$ cat config.mk
export PLATFORM = sky130hd
export DESIGN_NAME = txc_ctrl
export DESIGN_NICKNAME = d
export VERILOG_FILES = /design/src/design/txc_pkg.sv /design/src/design/txc_ctrl.sv
export SDC_FILE = /design/constraint.sdc
export NUM_CORES = 1
export LEC_CHECK = 0
export BUFFER_PORTS_ARGS = -buffer_cell sky130_fd_sc_hd__buf_4
export CAP_MARGIN = 40
export CORE_AREA = 8 8 45 47
export DETAILED_ROUTE_END_ITERATION = 16
export DIE_AREA = 0 0 53 55
export PLACE_DENSITY = 0.62
export SLEW_MARGIN = 10
export SYNTH_ARGS = -nofsm -noshare
export SYNTH_HDL_FRONTEND = slang
export SYNTH_SLANG_ARGS = --single-unit
$ cat constraint.sdc
create_clock -name clk -period 1.6 [get_ports clk]
set_clock_uncertainty 0.2 [all_clocks]
set_input_delay 0.32 -clock clk [delete_from_list [all_inputs] [get_ports clk]]
set_output_delay 0.32 -clock clk [all_outputs]
set_load 0.02 [all_outputs]
$ cat src/design/txc_pkg.sv
`timescale 1ns / 1ps
// Shared types and constants of the text console writer.
// Depends on nothing; every other file of the block imports it.
package txc_pkg;

	// Default screen geometry
	localparam int unsigned COLUMNS_DEF = 80;
	localparam int unsigned ROWS_DEF    = 25;

	// Field widths fixed by the interface
	localparam int unsigned CURSOR_W = 11;
	localparam int unsigned INDEX_W  = 11;
	localparam int unsigned CFG_W    = 4;

	// Character codes and blank cell contents
	localparam logic [7:0] CHAR_NL    = 8'd10;
	localparam logic [7:0] CHAR_CR    = 8'd13;
	localparam logic [7:0] BLANK_CHAR = 8'h20;
	localparam logic [7:0] BLANK_ATTR = 8'h0F;

	// Configuration register indexes
	localparam logic REG_FG = 1'b0;
	localparam logic REG_BG = 1'b1;

	typedef enum logic [1:0] {
		CMD_PUT   = 2'd0,
		CMD_CLEAR = 2'd1,
		CMD_READ  = 2'd2,
		CMD_NONE  = 2'd3
	} cmd_t;

	typedef struct packed {
		logic [1:0]         command;
		logic [7:0]         char_code;
		logic [INDEX_W-1:0] cell_index;
	} in_item_t;

	typedef struct packed {
		logic [CURSOR_W-1:0] cursor_cell;
		logic [7:0]          read_char;
		logic [7:0]          read_attr;
	} out_item_t;

	typedef enum logic [2:0] {
		S_INIT,
		S_IDLE,
		S_EXEC,
		S_READ,
		S_SCR_RD,
		S_SCR_WR,
		S_FILL,
		S_DONE
	} state_t;

	// Controller to datapath
	typedef struct packed {
		logic latch;
		logic exec_put;
		logic home;
		logic sweep_zero;
		logic sweep_inc;
		logic wr_blank;
		logic wr_copy;
		logic rd_idx;
		logic rd_copy;
		logic emit;
		logic emit_read;
	} ctl_cmd_t;

	// Datapath to controller
	typedef struct packed {
		cmd_t cmd;
		logic scroll;
		logic last_keep;
		logic last_cell;
	} ctl_sts_t;

endpackage

$ cat src/design/txc_ctrl.sv
`timescale 1ns / 1ps
// Controller state machine of the text console writer.
// Depends on txc_pkg; drives the datapath through ctl_cmd_t.
module txc_ctrl (
	input  logic              clk,
	input  logic              arst_n,
	input  logic              start,
	input  txc_pkg::ctl_sts_t sts,
	output txc_pkg::ctl_cmd_t ctl,
	output logic              busy
);
	import txc_pkg::*;

	state_t state_q;
	state_t state_d;

	// Hold the state; reset starts with the blanking sweep
	always_ff @(posedge clk or negedge arst_n) begin
		if (!arst_n) begin
			state_q <= S_INIT;
		end else begin
			state_q <= state_d;
		end
	end

	// Next state
	always_comb begin
		state_d = state_q;
		case (state_q)
			S_INIT: begin
				if (sts.last_cell) state_d = S_IDLE;
			end
			S_IDLE: begin
				if (start) state_d = S_EXEC;
			end
			S_EXEC: begin
				case (sts.cmd)
					CMD_PUT:   state_d = sts.scroll ? S_SCR_RD : S_DONE;
					CMD_CLEAR: state_d = S_FILL;
					CMD_READ:  state_d = S_READ;
					default:   state_d = S_DONE;
				endcase
			end
			S_READ:   state_d = S_IDLE;
			S_SCR_RD: state_d = S_SCR_WR;
			S_SCR_WR: state_d = sts.last_keep ? S_FILL : S_SCR_RD;
			S_FILL: begin
				if (sts.last_cell) state_d = S_IDLE;
			end
			S_DONE:   state_d = S_IDLE;
			default:  state_d = S_INIT;
		endcase
	end

	// Commands to the datapath
	always_comb begin
		ctl  = '0;
		busy = (state_q != S_IDLE);
		case (state_q)
			S_INIT: begin
				ctl.wr_blank  = 1'b1;
				ctl.sweep_inc = 1'b1;
			end
			S_IDLE: begin
				ctl.latch = start;
			end
			S_EXEC: begin
				case (sts.cmd)
					CMD_PUT: begin
						ctl.exec_put   = 1'b1;
						ctl.sweep_zero = sts.scroll;
					end
					CMD_CLEAR: begin
						ctl.home       = 1'b1;
						ctl.sweep_zero = 1'b1;
					end
					CMD_READ: ctl.rd_idx = 1'b1;
					default:  ctl = '0;
				endcase
			end
			S_READ: begin
				ctl.emit      = 1'b1;
				ctl.emit_read = 1'b1;
			end
			S_SCR_RD: ctl.rd_copy = 1'b1;
			S_SCR_WR: begin
				ctl.wr_copy   = 1'b1;
				ctl.sweep_inc = 1'b1;
			end
			S_FILL: begin
				ctl.wr_blank  = 1'b1;
				ctl.sweep_inc = 1'b1;
				ctl.emit      = sts.last_cell;
			end
			S_DONE:  ctl.emit = 1'b1;
			default: ctl = '0;
		endcase
	end

endmodule

==> flow_metrics.py <==
metrics = {
    "grt": {
        "track_usage_pct": 9.20,
        "antenna_found_initial": 0,
        "grt_pass1_wl_um": 2050,
        "grt_pass1_vias": 515,
        "grt_remaining_overflow": 0,
        "grt_start_max_net_pins": 8,
    },
    "final_layout": {
        "seqCellArea_sq_um": 77.6,
        "final_cell_area_sq_um": 713,
        "post-route-util_pct": 51.5,
        "drive_gt1_share_pct": 60.8,
        "fin_cells": 95,
        "fillers": 146,
        "multi_input_area_sq_um": 324,
        "n_antenna_cell": 0,
        "syn_to_final_growth_pct": 83.9,
        "regMostFlops": "state_q",
        "reg_top3": "state_q x3",
        "largest_reg_flops": 3,
        "nets": 93,
    },
    "yosys": {
        "ys_ff_latch": 3,
        "synth_top_area_share_pct": 19.4,
        "synth_area_per_cell_sq_um": 7.92,
        "synth_nets": 62,
        "synth_area_leader_cell": "dfrtp_1",
        "netlist_top_cells_area": "dfrtp_1 (19%), ha_1 (16%), nand2b_1 (6.5%), inv_1 (5.8%), nor2_1 (5.8%)",
        "synthCells": 49,
        "ys_seq_area_share_pct": 19.4,
        "yosysUniqueCellTypes": 24,
        "yosys_warnings": 0,
        "netlist_area_sq_um": 388,
    },
    "placed_design": {
        "dp_cells": 84,
        "gp_congestion": 0.750,
        "hpwl_um": 818,
        "io_buffers": 19,
        "placed_cell_area_sq_um": 559,
    },
    "floorplan": {
        "ioPinCount": 20,
        "dieWidth_um": 53,
        "start_util_pct": 28.0,
        "fp-row-count": 14,
        "core_area_sq_mm": 0.00138,
        "die_area_sq_mm": 0.00292,
        "fp.dieH_um": 55,
    },
    "route": {
        "first_pass_iters": 4,
        "drt_wl_total_um": 1210,
        "first_iter_violations": 5,
        "routedWlPerCell_um": 12.8,
        "ant_nets": 0,
        "drcViolationCount": 0,
        "via_per_inst": 4.83,
        "via_count": 459,
    },
    "timing": {
        "fin_ws_ps": -117,
        "report.final.slew_viol_count": 0,
        "holdWs_ps": 210,
        "period_share_pct": 107,
        "rsz0062_at_grt": "yes",
        "setup_viol": 12,
        "setup_tns_ps": -887,
        "relSlewSlack_pct": 73.3,
        "finalHoldViolations": 0,
        "clock.fmax_mhz": 582,
        "min_period_ps": 1720,
        "worstMarginPinSlew_ps": 391,
    },
    "worst_setup_path": {
        "cp_cell_sequence": "buf_4, nand2b_4, nand2b_4, nor2_4, buf_6",
        "cp-end-kind": "primary output",
        "critical_path_class": "reg2out",
        "crit_family": "flip-flops",
        "critical_path_required_ps": 1080,
        "worst-path-buf-inv": 2,
        "cpMostUsedCell": "nand2b_4",
        "cp-start-kind": "flop",
        "max_stage_delay_ps": 420,
        "critPathMaxFanout": 6,
        "critical-path-slowest-cell": "dfrtp_2",
        "cp.arrival_ps": 1200,
    },
    "power_and_ir_drop": {
        "pwr_density_cell_mw_per_mm2": 1790,
        "peakVddDrop_mv": 0.513,
        "p_leak_nw": 0.357,
    },
    "clock_network": {
        "clkLatencyLatePin_ps": 240,
        "cts-root-buf": "clkbuf_4",
        "htree_num_levels": 1,
        "clk_pin_slew_ps": 40,
        "cts_buffers": 3,
        "cts_buffer_depth": 2,
        "cts_tree": "built",
        "cts_sinks": 3,
    },
    "job": {
        "cap_violations": 0,
    },
    "status": {
        "failed_checks": "negative setup slack",
        "outcome": "complete, but fails checks",
    },
    "min_path": {
        "min_path_type": "in2async",
    },
}
[path summary, 6_finish.rpt]
| check | end | cells after the start | slack [ps] | startpoint |
|---|---|---|---|---|
| max reg2reg | state_q[0] | 4 | 0 | state_q[0] |
| max | ctl[10] | 5 | -120 | state_q[0] |
| max in group asynchronous | state_q[1] | 2 | 880 | arst_n |
| min in group clk | state_q[0] | 4 | 220 | start |
| min reg2reg | state_q[1] | 3 | 460 | state_q[0] |
| min | state_q[0] | 2 | 210 | arst_n |
[power breakdown]
group | switching (mW) | internal, mW | leakage [nW]
clock | 0.0405 | 0.0935 | 0.0150
sequential | 0.0554 | 0.117 | 0.0343
combinational | 0.478 | 0.490 | 0.308
total | 0.574 | 0.700 | 0.357
[cells in the final DEF (no fill, tap or decap), types with 2 or more instances in the layout]
master / n
a2111oi_0: 2
a21oi_1: 2
and2_4: 3
buf_4: 22
buf_6: 6
clkbuf_4: 3
dfrtp_2: 2
ha_1: 4
inv_1: 4
inv_2: 2
nand2b_4: 3
nor2_1: 3
nor2_4: 2
o22ai_1: 2
[synthesized netlist by cell type]
| master | count |
|---|---|
| a2111oi_0 | 2 |
| a21oi_1 | 2 |
| a31oi_1 | 1 |
| and2_1 | 3 |
| and3_1 | 1 |
| buf_2 | 2 |
| buf_6 | 1 |
| dfrtp_1 | 3 |
| ha_1 | 5 |
| inv_1 | 6 |
| mux2i_1 | 1 |
| nand2_1 | 1 |
| nand2b_1 | 4 |
| nand3_1 | 1 |
| nor2_1 | 6 |
| nor2b_1 | 1 |
| nor3_1 | 1 |
| o211ai_2 | 1 |
| o21ai_0 | 1 |
| o22ai_1 | 2 |
| o2bb2ai_1 | 1 |
| or4_4 | 1 |
| or4bb_1 | 1 |
| xor2_1 | 1 |
[timing repair]
action	4_1_cts	5_1_grt
resized for setup	20	5
hold endpoints to repair	3	0
buffers inserted	5	1
setup endpoints to repair	11	13
pin swaps	2	2
hold buffers	1	0
[final cells by class]
| cell class | instances | share of cell area (%) |
|---|---|---|
| Multi-Input combinational cell | 37 | 45.4 |
| Tap cell | 16 | 2.81 |
| Timing Repair Buffer | 29 | 34.0 |
| Inverter | 6 | 3.16 |
| Clock buffer | 4 | 3.68 |
| Sequential cell | 3 | 10.9 |
[layer usage]
layer / vias to the layer above / share of wire [%] / global-route usage [%]
met5: - / 0 / 0
met4: 0 / 1.6 / 5.17
met3: 2 / 11 / 2.67
met2: 18 / 52 / 18.2
met1: 213 / 36 / 8.09
li1: 226 / - / -
[worst register-to-register path: stages, from the launching register on]
cell,delay (ps)
dfrtp_2,450
buf_4,170
or4bb_1,510
o211ai_2,90
a31oi_1,60
[per-stage QoR]
step	worst slack [ps]	power, mW
finish	-117	1.27
global route	-159	1.37
CTS	-103	1.24
detailed placement	-61.9	0.880
global placement	-12.9	0.881
floorplan	-123	0.627
[kinds of logic after synthesis]
kind of cell / share of synthesized area (%)
flops: 19.4
simple gates: 29.7
compound gates: 18.7
xor+xnor: 2.26
mux: 2.58
buf+inv: 11.3
fa+ha+maj: 16.1
Power figures use the tool's default switching activity.
